## src/design/vna_pkg.sv

```systemverilog
// ----------------------------------------------------------------------------
// vna_pkg
// Shared constants, command and status types for the vertex normal accumulator.
// ----------------------------------------------------------------------------
`timescale 1ns / 1ps
`default_nettype none

package vna_pkg;

  localparam int unsigned MAX_VERTICES = 1024;
  localparam int unsigned SLOT_W       = 10;
  localparam int unsigned COORD_W      = 24;
  localparam int unsigned DIFF_W       = COORD_W + 1;
  localparam int unsigned ACC_W        = 64;
  localparam int unsigned NORM_W       = 16;
  localparam int unsigned MUL_W        = 33;
  localparam int unsigned Q_W          = 17;
  localparam int unsigned REM_W        = 51;
  localparam int unsigned LEN_W        = 33;
  localparam int unsigned MAG_W        = 31;
  localparam int unsigned IN_W         = 128;
  localparam int unsigned OUT_W        = 64;
  localparam int unsigned VTX_W        = 3 * COORD_W;
  localparam int unsigned ACCV_W       = 3 * ACC_W;

  localparam logic [1:0] OP_LOAD = 2'd0;
  localparam logic [1:0] OP_TRI  = 2'd1;
  localparam logic [1:0] OP_QUAD = 2'd2;
  localparam logic [1:0] OP_READ = 2'd3;

  typedef enum logic [3:0] {
    DP_NOP,
    DP_CLEAR,
    DP_CAPTURE,
    DP_LOAD,
    DP_VRD,
    DP_MUL,
    DP_ACC_WR,
    DP_RD_CAP,
    DP_SHIFT,
    DP_ZERO,
    DP_SQ,
    DP_SQRT,
    DP_DIV,
    DP_OUT
  } dp_op_e;

  typedef struct packed {
    dp_op_e            op;
    logic [5:0]        step;
    logic [1:0]        idx;
    logic [SLOT_W-1:0] addr;
  } dp_cmd_t;

  typedef struct packed {
    logic [1:0] op;
    logic       shift_done;
    logic       vec_zero;
    logic       out_busy;
  } dp_sts_t;

  function automatic logic signed [ACC_W-1:0] add_sat(input logic signed [ACC_W-1:0] a,
                                                      input logic signed [ACC_W-1:0] b);
    logic signed [ACC_W-1:0] s;
    s = a + b;
    if ((a[ACC_W-1] == b[ACC_W-1]) && (s[ACC_W-1] != a[ACC_W-1])) begin
      s = a[ACC_W-1] ? {1'b1, {(ACC_W-1){1'b0}}} : {1'b0, {(ACC_W-1){1'b1}}};
    end
    return s;
  endfunction

  function automatic logic [NORM_W-1:0] clamp_q15(input logic neg, input logic [Q_W-1:0] q);
    logic [Q_W-1:0] c;
    if (neg) begin
      c = (q > Q_W'(32768)) ? Q_W'(32768) : q;
      c = Q_W'(0) - c;
    end else begin
      c = (q > Q_W'(32767)) ? Q_W'(32767) : q;
    end
    return c[NORM_W-1:0];
  endfunction

endpackage

`default_nettype wire

```

## src/design/vna_ctrl.sv

```systemverilog
// ----------------------------------------------------------------------------
// vna_ctrl
// Sequencer: clearing pass, load, face accumulation and normalized read.
// ----------------------------------------------------------------------------
`timescale 1ns / 1ps
`default_nettype none

module vna_ctrl (
  input  wire logic              clk_i,
  input  wire logic              rst_ni,
  input  wire logic              in_valid_i,
  input  wire logic [1:0]        in_op_i,
  output      logic              in_ready_o,
  output      vna_pkg::dp_cmd_t  cmd_o,
  input  wire vna_pkg::dp_sts_t  sts_i
);

  localparam logic [3:0] S_CLEAR = 4'd0;
  localparam logic [3:0] S_IDLE  = 4'd1;
  localparam logic [3:0] S_LOAD  = 4'd2;
  localparam logic [3:0] S_FRD   = 4'd3;
  localparam logic [3:0] S_MUL   = 4'd4;
  localparam logic [3:0] S_DRD   = 4'd5;
  localparam logic [3:0] S_DWR   = 4'd6;
  localparam logic [3:0] S_RRD   = 4'd7;
  localparam logic [3:0] S_RCAP  = 4'd8;
  localparam logic [3:0] S_SHIFT = 4'd9;
  localparam logic [3:0] S_SQ    = 4'd10;
  localparam logic [3:0] S_SQRT  = 4'd11;
  localparam logic [3:0] S_DIV   = 4'd12;
  localparam logic [3:0] S_DONE  = 4'd13;

  localparam logic [vna_pkg::SLOT_W-1:0] CLR_LAST = vna_pkg::SLOT_W'(vna_pkg::MAX_VERTICES - 1);

  logic [3:0]                 state_q, state_d;
  logic [vna_pkg::SLOT_W-1:0] cnt_q, cnt_d;
  logic [1:0]                 idx_q, idx_d;
  logic                       accept;
  logic [1:0]                 last_corner;

  assign in_ready_o  = (state_q == S_IDLE);
  assign accept      = in_valid_i && in_ready_o;
  assign last_corner = (sts_i.op == vna_pkg::OP_QUAD) ? 2'd3 : 2'd2;

  always_comb begin
    state_d    = state_q;
    cnt_d      = cnt_q;
    idx_d      = idx_q;
    cmd_o.op   = vna_pkg::DP_NOP;
    cmd_o.step = cnt_q[5:0];
    cmd_o.idx  = idx_q;
    cmd_o.addr = cnt_q;
    unique case (state_q)
      S_CLEAR: begin
        cmd_o.op = vna_pkg::DP_CLEAR;
        cnt_d    = cnt_q + 1'b1;
        if (cnt_q == CLR_LAST) begin
          state_d = S_IDLE;
          cnt_d   = '0;
        end
      end
      S_IDLE: begin
        cnt_d = '0;
        idx_d = '0;
        if (accept) begin
          cmd_o.op = vna_pkg::DP_CAPTURE;
          unique case (in_op_i)
            vna_pkg::OP_LOAD: state_d = S_LOAD;
            vna_pkg::OP_TRI:  state_d = S_FRD;
            vna_pkg::OP_QUAD: state_d = S_FRD;
            vna_pkg::OP_READ: state_d = S_RRD;
            default:          state_d = S_IDLE;
          endcase
        end
      end
      S_LOAD: begin
        cmd_o.op = vna_pkg::DP_LOAD;
        state_d  = S_IDLE;
      end
      S_FRD: begin
        cmd_o.op = vna_pkg::DP_VRD;
        cnt_d    = cnt_q + 1'b1;
        if (cnt_q == 10'd3) begin
          state_d = S_MUL;
          cnt_d   = '0;
        end
      end
      S_MUL: begin
        cmd_o.op = vna_pkg::DP_MUL;
        cnt_d    = cnt_q + 1'b1;
        if (cnt_q == 10'd6) begin
          state_d = S_DRD;
          cnt_d   = '0;
        end
      end
      S_DRD: begin
        state_d = S_DWR;
      end
      S_DWR: begin
        cmd_o.op = vna_pkg::DP_ACC_WR;
        if (idx_q == last_corner) begin
          state_d = S_IDLE;
        end else begin
          idx_d   = idx_q + 1'b1;
          state_d = S_DRD;
        end
      end
      S_RRD: begin
        state_d = S_RCAP;
      end
      S_RCAP: begin
        cmd_o.op = vna_pkg::DP_RD_CAP;
        state_d  = S_SHIFT;
      end
      S_SHIFT: begin
        if (!sts_i.shift_done) begin
          cmd_o.op = vna_pkg::DP_SHIFT;
        end else if (sts_i.vec_zero) begin
          cmd_o.op = vna_pkg::DP_ZERO;
          state_d  = S_DONE;
        end else begin
          state_d = S_SQ;
          cnt_d   = '0;
        end
      end
      S_SQ: begin
        cmd_o.op = vna_pkg::DP_SQ;
        cnt_d    = cnt_q + 1'b1;
        if (cnt_q == 10'd3) begin
          state_d = S_SQRT;
          cnt_d   = '0;
        end
      end
      S_SQRT: begin
        cmd_o.op = vna_pkg::DP_SQRT;
        cnt_d    = cnt_q + 1'b1;
        if (cnt_q == 10'd31) begin
          state_d = S_DIV;
          cnt_d   = '0;
          idx_d   = '0;
        end
      end
      S_DIV: begin
        cmd_o.op = vna_pkg::DP_DIV;
        cnt_d    = cnt_q + 1'b1;
        if (cnt_q == 10'd17) begin
          cnt_d = '0;
          if (idx_q == 2'd2) begin
            state_d = S_DONE;
          end else begin
            idx_d = idx_q + 1'b1;
          end
        end
      end
      S_DONE: begin
        if (!sts_i.out_busy) begin
          cmd_o.op = vna_pkg::DP_OUT;
          state_d  = S_IDLE;
        end
      end
      default: state_d = S_IDLE;
    endcase
  end

  always_ff @(posedge clk_i or negedge rst_ni) begin
    if (!rst_ni) begin
      state_q <= S_CLEAR;
      cnt_q   <= '0;
      idx_q   <= '0;
    end else begin
      state_q <= state_d;
      cnt_q   <= cnt_d;
      idx_q   <= idx_d;
    end
  end

  a_mul_range: assert property (@(posedge clk_i) disable iff (!rst_ni)
    state_q == S_MUL |-> cnt_q <= 10'd6)
    else $error("multiply step out of range");

  a_done_exit: assert property (@(posedge clk_i) disable iff (!rst_ni)
    (state_q == S_DONE && !sts_i.out_busy) |=> state_q == S_IDLE)
    else $error("result not issued");

  a_load_path: assert property (@(posedge clk_i) disable iff (!rst_ni)
    (state_q == S_IDLE && in_valid_i && in_op_i == vna_pkg::OP_LOAD) |=> state_q == S_LOAD)
    else $error("load word not dispatched");

endmodule

`default_nettype wire

```

## config.mk

```make
export PLATFORM = sky130hd
export DESIGN_NAME = vna_ctrl
export DESIGN_NICKNAME = d
export VERILOG_FILES = /design/src/design/vna_pkg.sv /design/src/design/vna_ctrl.sv
export SDC_FILE = /design/constraint.sdc
export NUM_CORES = 1
export LEC_CHECK = 0
export BUFFER_PORTS_ARGS = -buffer_cell sky130_fd_sc_hd__buf_2
export CAP_MARGIN = 20
export CORE_MARGIN = 10
export CORE_UTILIZATION = 55
export CTS_CLUSTER_SIZE = 24
export DETAILED_ROUTE_END_ITERATION = 8
export PLACE_DENSITY = 0.81
export SETUP_SLACK_MARGIN = 0.15
export SLEW_MARGIN = 0
export SYNTH_ARGS = -nofsm -noshare
export SYNTH_HDL_FRONTEND = slang
export SYNTH_SLANG_ARGS = --single-unit
```

## constraint.sdc

```tcl
create_clock -name clk_i -period 6.2 [get_ports clk_i]
set_input_delay 0.31 -clock clk_i [delete_from_list [all_inputs] [get_ports clk_i]]
set_output_delay 0.31 -clock clk_i [all_outputs]
set_load 0.005 [all_outputs]
```

==> results.ini, run 1 <==
[outcome]
status=finished, final reports clean

[global_routing]
grt_pass1_vias=1412
grt_usage_pct=14.3
grt_max_degree=28
grt.overflow.total=0
antenna_found_initial=0
grt_pass1_wl_mm=6.42

[synthesis]
synthAdderAreaFrac_pct=3.30
synthMuxAreaShare_pct=3.14
synth_top_family_by_area=simple AND/OR/NAND/NOR gates
synth_edf_count=0
ys_ff_latch=16
synth_area_per_cell_sq_um=8.29
yosysTopAreaCell=dfrtp_1
async_flop_share_pct=100
synth_cells=183
synth-compound-area-share_pct=25.9
ys_types=51
syn_area_sq_um=1520
synth-xor-area-share_pct=2.31
synth_top_area_share_pct=26.4
yosysWarnings=0
synth-simple-area-share_pct=26.2
ys.flop_type=dfrtp_1
syn_nets=197
synthTopCellsByArea=dfrtp_1, clkbuf_8, nor2_1, a21oi_1, o21ai_0
ys_seq_area_share_pct=26.4

[timing]
rsz0062_at_grt=no
setup_viol=0
maxSlewViolCount=0
tightest_slew_ns=0.804
finalWorstSetupSlack_ns=3.55
min_period_ns=2.65
fin_worst_hold_slack_ns=0.376
tns_ns=0
min_period_over_period_pct=42.8
fmax_mhz=377
hold_violations=0
skew_ns=0.00906
relSlewSlack_pct=46.4

[critical_path]
cp-end-kind=register
cp.arrival_ns=2.85
path_class=reg -> reg
slowest_stage=dfrtp_1
cp-start-kind=register
worstPathRequired_ns=6.40
path_cells=nand4bb_1 -> a32o_1 -> a32oi_2 -> or4_4 -> a31oi_4 -> mux2_4
path_max_fanout=27
max_stage_delay_ns=0.85

[floorplan]
floorplan.die_area_sq_um=5260
ios=33
die_x_um=72.5
rows=18
start_util_pct=59.6
fp.dieH_um=72.5
placeableCoreArea_sq_um=2540

[clock_tree]
cts_tree=yes
cts.sinks=16
clockBufferDepth=2
cts-buffers-inserted=3
clkTransAtPathRegs_ns=0.10
root_buffer=clkbuf_4
clock_latency_ns=0.30
htree_levels=1
cts_resized=0

[final_layout]
multi_input_area_sq_um=922
final_cell_mix=buf_2, nor2_1, dfrtp_1, a21oi_1, nand2_1
final_common_cell=buf_2
nets=218
diodes=0
num-fill-cells=241
regArea_sq_um=400
syn_to_final_growth_pct=5.28
drive_gt1_share_pct=22.2

[power_and_ir_drop]
leakage_uw=0.000737
vdd_ir_drop_max_v=0.000335
p_per_area_nw_per_um2=482

[route]
num_vias=1485
drc=0
ant_nets=0
via_per_inst=6.37
wl_mm=3.83
wl_per_cell_um=16.5
first_iter_violations=94
drt_pass1_iterations=4

[place]
post-place-ws_ns=3.57
gp_congestion=0.915
io_buffers=32
dp_hpwl_mm=2.84

[run]
drv_cap=0

[worst_hold_path]
hold_path.class=in -> reg

flip-flops by register name, indices dropped and copies added, names as in the netlist:
register	cells
cnt_q	10
idx_q	2
state_q	4
report_power, final:
part	switching, uW	leakage (uW)	internal [uW]
Sequential	93.4	0.000213	129
Clock	36.1	0.0000210	35.9
Combinational	264	0.000503	212
critical path, delay by kind of cell, from the launching register on:
family	cells	cell delay [ns]
AO/OA/AOI/OAI	3	0.50
flip-flops	1	0.85
AND/OR/NAND/NOR	2	0.88
multiplexers	1	0.31
per-layer routing:
metal  wire, um  GRT usage, %  share of wire (%)  vias to the layer above
met5          0             0                  0                        -
met3        327          5.03                8.5                       15
met2       1860          24.4                 48                       68
li1           -             -                  -                      710
met1       1580          17.0                 41                      692
met4         70          2.74                1.8                        0
final timing paths:
| kind | start | end | slack, ns | depth (start not counted) |
|---|---|---|---|---|
| setup / recovery | state_q[0] | state_q[0] | 3.55 | 6 |
| hold / removal | sts_i[1] | state_q[1] | 0.38 | 4 |
| setup reg to reg | state_q[0] | state_q[0] | 3.55 | 6 |
| hold reg to reg | idx_q[1] | idx_q[1] | 0.59 | 1 |
| max in group asynchronous | rst_ni | idx_q[0] | 5.49 | 2 |
| min in group asynchronous | rst_ni | cnt_q[5] | 0.44 | 2 |
synthesized netlist by cell type (3+ instances only):
cell type	instances
clkbuf_8	7
o211ai_1	4
ha_1	4
nor3_1	7
nand2_1	14
a22o_1	4
nand2b_1	6
a211o_1	3
a21oi_1	14
clkbuf_1	3
nor2b_1	4
dfrtp_1	16
o31ai_1	3
o21ai_0	12
nor2_1	22
buf_4	6
inv_1	7
nand4_1	4
nand3_1	3
logic make-up (layout without fill, tap and decap cells):
logic type / Yosys count / count (layout)
DFF: 16 / 16
muxes: 4 / 4
AOI/OAI and AO/OA: 55 / 55
xor gates and xnor gates: 4 / 4
buffers and inverters: 25 / 45
and+or+nand+nor: 75 / 75
adders and majority gates: 4 / 4
final cells by class:
type                    count  area share, %
multi-input cells         142           57.8
flip-flops and latches     16           25.1
repair buffers             33           10.7
well taps                  30           2.35
clock buffers               4           2.27
inverters                   8           1.88
stage by stage:
step                total power, uW  utilization (%)  cells  cell area [sq um]
floorplan                       623                -    183               1520
global placement                675             60.9    228               1550
detailed placement              692             60.9    228               1550
CTS                             766             62.7    233               1600
global route                    841             62.7    233               1600
finish                          770             62.7    233               1600
timing repair:
item / in CTS / in global routing
buffers inserted: 0 / 0
hold buffers: 1 / 0
endpoints found under the hold margin: 16 / 0
endpoints found under the setup margin: 0 / 0
Power figures use the tool's default switching activity.
==> inputs of run 2 (changes only) <==
--- a/config.mk
+++ b/config.mk
@@ -8,10 +8,10 @@
 export BUFFER_PORTS_ARGS = -buffer_cell sky130_fd_sc_hd__buf_2
 export CAP_MARGIN = 20
 export CORE_MARGIN = 10
-export CORE_UTILIZATION = 55
+export CORE_UTILIZATION = 49
 export CTS_CLUSTER_SIZE = 24
 export DETAILED_ROUTE_END_ITERATION = 8
-export PLACE_DENSITY = 0.81
+export PLACE_DENSITY = 0.76
 export SETUP_SLACK_MARGIN = 0.15
 export SLEW_MARGIN = 0
 export SYNTH_ARGS = -nofsm -noshare
==> constraint.sdc (replaced) <==
create_clock -name clk_i -period 2.1 [get_ports clk_i]
set_input_delay 0.105 -clock clk_i [delete_from_list [all_inputs] [get_ports clk_i]]
set_output_delay 0.105 -clock clk_i [all_outputs]
set_load 0.005 [all_outputs]
==> run 2 against run 1 <==
Routed wire length up 25%; worst setup slack worse by 3.8 ns; register-to-register slack worse by 3.8 ns; the run now ends with negative setup slack left; highest routed layer unchanged; clock skew about the same; cell area up 30%; via count up 14%; first-iteration DRC count up 49%; die area up 8.8%; sequential power up 130%.
==> results.ini, run 2 (synthesis gave the netlist of run 1 again) <==
[outcome]
status=finished with violations
violations=negative setup slack

[clock_tree]
cts-buffers-inserted=3
htree_levels=1
clock_latency_ns=0.31
cts_tree=yes
root_buffer=clkbuf_4
cts.sinks=16
clockBufferDepth=2
clkTransAtPathRegs_ns=0.10

[final_layout]
top_regs=cnt_q (10), state_q (4), idx_q (2)
fin_util_pct=69.1
drive_gt1_share_pct=43.4
nets=266
top_register=cnt_q
multi_input_area_sq_um=1020
largest_reg_flops=10
final_common_cell=buf_4
syn_to_final_growth_pct=36.9
fin_area_sq_um=2080
final_cell_mix=buf_4, buf_2, nor2_1, dfrtp_1, nand2_1
regArea_sq_um=403
diodes=0
num-fill-cells=221

[power_and_ir_drop]
leakage_uw=0.000996
p_per_area_nw_per_um2=1550
power_uw=3220
vdd_ir_drop_max_v=0.000862

[critical_path]
path_max_fanout=3
worstPathRequired_ns=2.30
cp.arrival_ns=2.58
cp-end-kind=register
path_class=reg -> reg
cp-start-kind=register

[timing]
setup_viol=14
tightest_slew_ns=0.362
rsz0062_at_grt=yes
min_period_ns=2.38
fin_worst_hold_slack_ns=0.125
min_period_over_period_pct=113
maxSlewViolCount=0
finalWorstSetupSlack_ns=-0.277
relSlewSlack_pct=75.2
hold_violations=0
skew_ns=0.00882
fmax_mhz=421

[global_routing]
antenna_found_initial=0
grt.overflow.total=0
grt_max_degree=18
grt_pass1_vias=1640
grt_usage_pct=16.5
grt_pass1_wl_mm=7.43

[route]
wl_per_cell_um=16.9
drc=0
num_vias=1698
ant_nets=0
via_per_inst=5.98
first_iter_violations=140
wl_mm=4.79
drt_pass1_iterations=4

[floorplan]
rows=20
die_x_um=75.6
ios=33
floorplan.die_area_sq_um=5720
fp.dieH_um=75.6
start_util_pct=50.5
placeableCoreArea_sq_um=3000

[place]
dp_hpwl_mm=3.18
post-place-ws_ns=-0.355
place_area_sq_um=1860
gp_congestion=0.887
io_buffers=32

[worst_hold_path]
hold_path.class=in -> reg

[run]
drv_cap=0

[run 2: cell types whose count changed in the layout (fill, tap and decap cells not counted), sizes merged]
cell	delta
buf	+48
[run 2: routing by layer]
layer / global-route usage, % / wire [um] / vias up
met5: 0 / 0 / -
met4: 6.19 / 136 / 0
met3: 2.86 / 310 / 13
met2: 28.4 / 2420 / 68
met1: 19.8 / 1920 / 818
li1: - / - / 799
[run 2: repair_timing]
item,CTS,global route
hold buffers,1,0
resized for setup,26,10
hold endpoints to repair,16,0
buffers inserted,3,4
pin swaps,8,8
endpoints found under the setup margin,15,18
[run 2: final timing paths]
check,startpoint,to,slack [ns],cells past startpoint
max in group asynchronous,rst_ni,state_q[1],1.58,2
worst max-delay path,cnt_q[8],state_q[0],-0.28,6
worst min register to register,idx_q[1],idx_q[1],0.61,1
worst min-delay path,sts_i[1],state_q[1],0.12,4
worst max register to register,cnt_q[8],state_q[0],-0.28,6
min in group asynchronous,rst_ni,cnt_q[9],0.23,2
[run 2: per-stage QoR]
step                      TNS [ns]  std cells
after floorplan             -0.589        183
after global placement      -0.828        272
after detailed placement     -2.27        272
after CTS                    -1.52        280
after global routing         -3.70        284
final                        -2.72        284
[run 2: layout make-up]
| class | count | share of cell area, % |
|---|---|---|
| multi-input combinational | 142 | 48.9 |
| timing repair buffer | 81 | 26.5 |
| sequential | 16 | 19.4 |
| tap | 33 | 1.99 |
| clock buffer | 4 | 1.75 |
| inverter | 8 | 1.45 |
[run 2: power by group]
part	leakage (uW)	switching, uW	internal, uW
clock network	0.0000210	112	106
logic	0.000764	1250	1250
registers	0.000211	118	389
total	0.000996	1480	1740
[run 2: critical path: stages, from the launching register on]
cell,delay (ns)
dfrtp_1,0.40
or4_4,0.59
nor2_4,0.14
a32oi_2,0.12
or4_4,0.53
a31oi_4,0.18
mux2_4,0.32
==> inputs of run 3 (changes only) <==
--- a/config.mk
+++ b/config.mk
@@ -5,13 +5,13 @@
 export SDC_FILE = /design/constraint.sdc
 export NUM_CORES = 1
 export LEC_CHECK = 0
-export BUFFER_PORTS_ARGS = -buffer_cell sky130_fd_sc_hd__buf_2
+export BUFFER_PORTS_ARGS = -buffer_cell sky130_fd_sc_hd__buf_4
 export CAP_MARGIN = 20
 export CORE_MARGIN = 10
 export CORE_UTILIZATION = 49
 export CTS_CLUSTER_SIZE = 24
 export DETAILED_ROUTE_END_ITERATION = 8
-export PLACE_DENSITY = 0.76
+export PLACE_DENSITY = 0.77
 export SETUP_SLACK_MARGIN = 0.15
 export SLEW_MARGIN = 0
 export SYNTH_ARGS = -nofsm -noshare
==> run 3 against run 2 <==
The run still ends with negative setup slack left; register-to-register slack improved by 0.02 ns; worst setup slack gained 0.019 ns; maximum frequency increased by 0.80%; total power grew 7.1%; sequential power hardly changed; first-iteration DRC count shrank 3.6%; cell area up 5.2%; clock skew down 0.0056 ns; global-route usage hardly changed; final cell count did not move; critical path type unchanged; largest cell class unchanged.
==> results.ini, run 3 (synthesis gave the netlist of run 1 again) <==
[worst_hold_path]
hold_path.class=in -> reg

[final_layout]
largest_reg_flops=10
drive_gt1_share_pct=43.8
fin_area_sq_um=2180
fin_util_pct=72.8
nets=266
syn_to_final_growth_pct=44.1
top_regs=cnt_q (10), state_q (4), idx_q (2)
diodes=0
final_cell_mix=buf_4, nor2_1, dfrtp_1, nand2_1, a21oi_1
top_register=cnt_q
stdcell_count=284
final_common_cell=buf_4

[critical_path]
path_class=reg -> reg
slowest_stage=or4_4
cp-end-kind=register
cp-start-kind=register
cp.arrival_ns=2.57
max_stage_delay_ns=0.58
worstPathRequired_ns=2.31
path_max_fanout=3
cp_common_cell=or4_4
path_cells=or4_4 -> nor2_4 -> a32oi_2 -> or4_4 -> a31oi_4 -> mux2_4

[timing]
hold_violations=0
min_period_over_period_pct=112
finalWorstSetupSlack_ns=-0.258
rsz0062_at_grt=yes
tns_ns=-1.87
fmax_mhz=424
skew_ns=0.00321
setup_viol=15
relSlewSlack_pct=73.5
maxSlewViolCount=0
min_period_ns=2.36
tightest_slew_ns=0.395

[outcome]
status=finished with violations
violations=negative setup slack

[power_and_ir_drop]
vdd_ir_drop_max_v=0.000855
p_per_area_nw_per_um2=1580
leakage_uw=0.00101
power_uw=3450

[place]
place_area_sq_um=1930
dp_hpwl_mm=3.11
placedCellCount=271
io_buffers=32
gp_congestion=0.862

[floorplan]
placeableCoreArea_sq_um=3000
rows=20
start_util_pct=50.5
die_x_um=75.6
floorplan.die_area_sq_um=5720
fp.dieH_um=75.6
ios=33

[clock_tree]
cts_tree=yes
clkTransAtPathRegs_ns=0.11
cts.sinks=16
clock_latency_ns=0.31
root_buffer=clkbuf_4
cts-buffers-inserted=3
clockBufferDepth=2
htree_levels=1

[route]
ant_nets=0
via_per_inst=5.99
num_vias=1701
wl_mm=4.82
drt_pass1_iterations=4
first_iter_violations=135
wl_per_cell_um=17.0
drc=0

[global_routing]
grt_pass1_wl_mm=7.47
antenna_found_initial=0
grt_pass1_vias=1571
grt_usage_pct=16.5
grt_max_degree=18
grt.overflow.total=0

[run]
drv_cap=0

run 3: power by group:
part / switching (uW) / total (uW) / internal, uW
clock: 122 / 228 / 106
combinational: 1330 / 2710 / 1380
sequential: 117 / 506 / 389
total: 1570 / 3450 / 1880
run 3: layout make-up:
| cell class | count | area (sq um) |
|---|---|---|
| Fill cell | 208 | 818 |
| Tap cell | 33 | 41.3 |
| Multi-Input combinational cell | 142 | 1030 |
| Clock buffer | 4 | 36.3 |
| Sequential cell | 16 | 403 |
| Timing Repair Buffer | 81 | 641 |
| Inverter | 8 | 30.0 |
run 3: worst max-delay path: cells and delay by family, from the launching register on:
family | cells | cell delay, ns
compound gates | 2 | 0.31
flops | 1 | 0.39
mux | 1 | 0.31
simple gates | 3 | 1.24
run 3: final timing paths:
path | start | end | slack, ns | cells past startpoint
max in group asynchronous | rst_ni | state_q[0] | 1.72 | 2
max | cnt_q[7] | state_q[0] | -0.26 | 6
max reg2reg | cnt_q[7] | state_q[0] | -0.26 | 6
min | sts_i[1] | state_q[1] | 0.14 | 4
min in group asynchronous | rst_ni | cnt_q[5] | 0.18 | 2
min reg2reg | idx_q[1] | idx_q[1] | 0.61 | 1
run 3: timing repair:
item                                    CTS  global route
endpoints found under the setup margin   15            19
buffers inserted                          2             6
cloned                                    0             0
hold buffers                              1             0
resized for setup                        25            14
pin swaps                                 7             5
hold endpoints to repair                 16             0
run 3: per-stage QoR:
step                hold slack, ns  setup WS [ns]
global placement           -0.0249         -0.218
finish                       0.143         -0.258
CTS                          0.127         -0.201
floorplan                   -0.191         -0.269
global route                 0.144         -0.315
detailed placement         -0.0241         -0.245
run 3: layer usage:
metal,vias up,part of all wire (%),global-route usage [%]
li1,801,-,-
met1,808,42,21.9
met2,81,49,26.1
met3,11,6.5,2.73
met4,0,2.2,6.19
met5,-,0,0
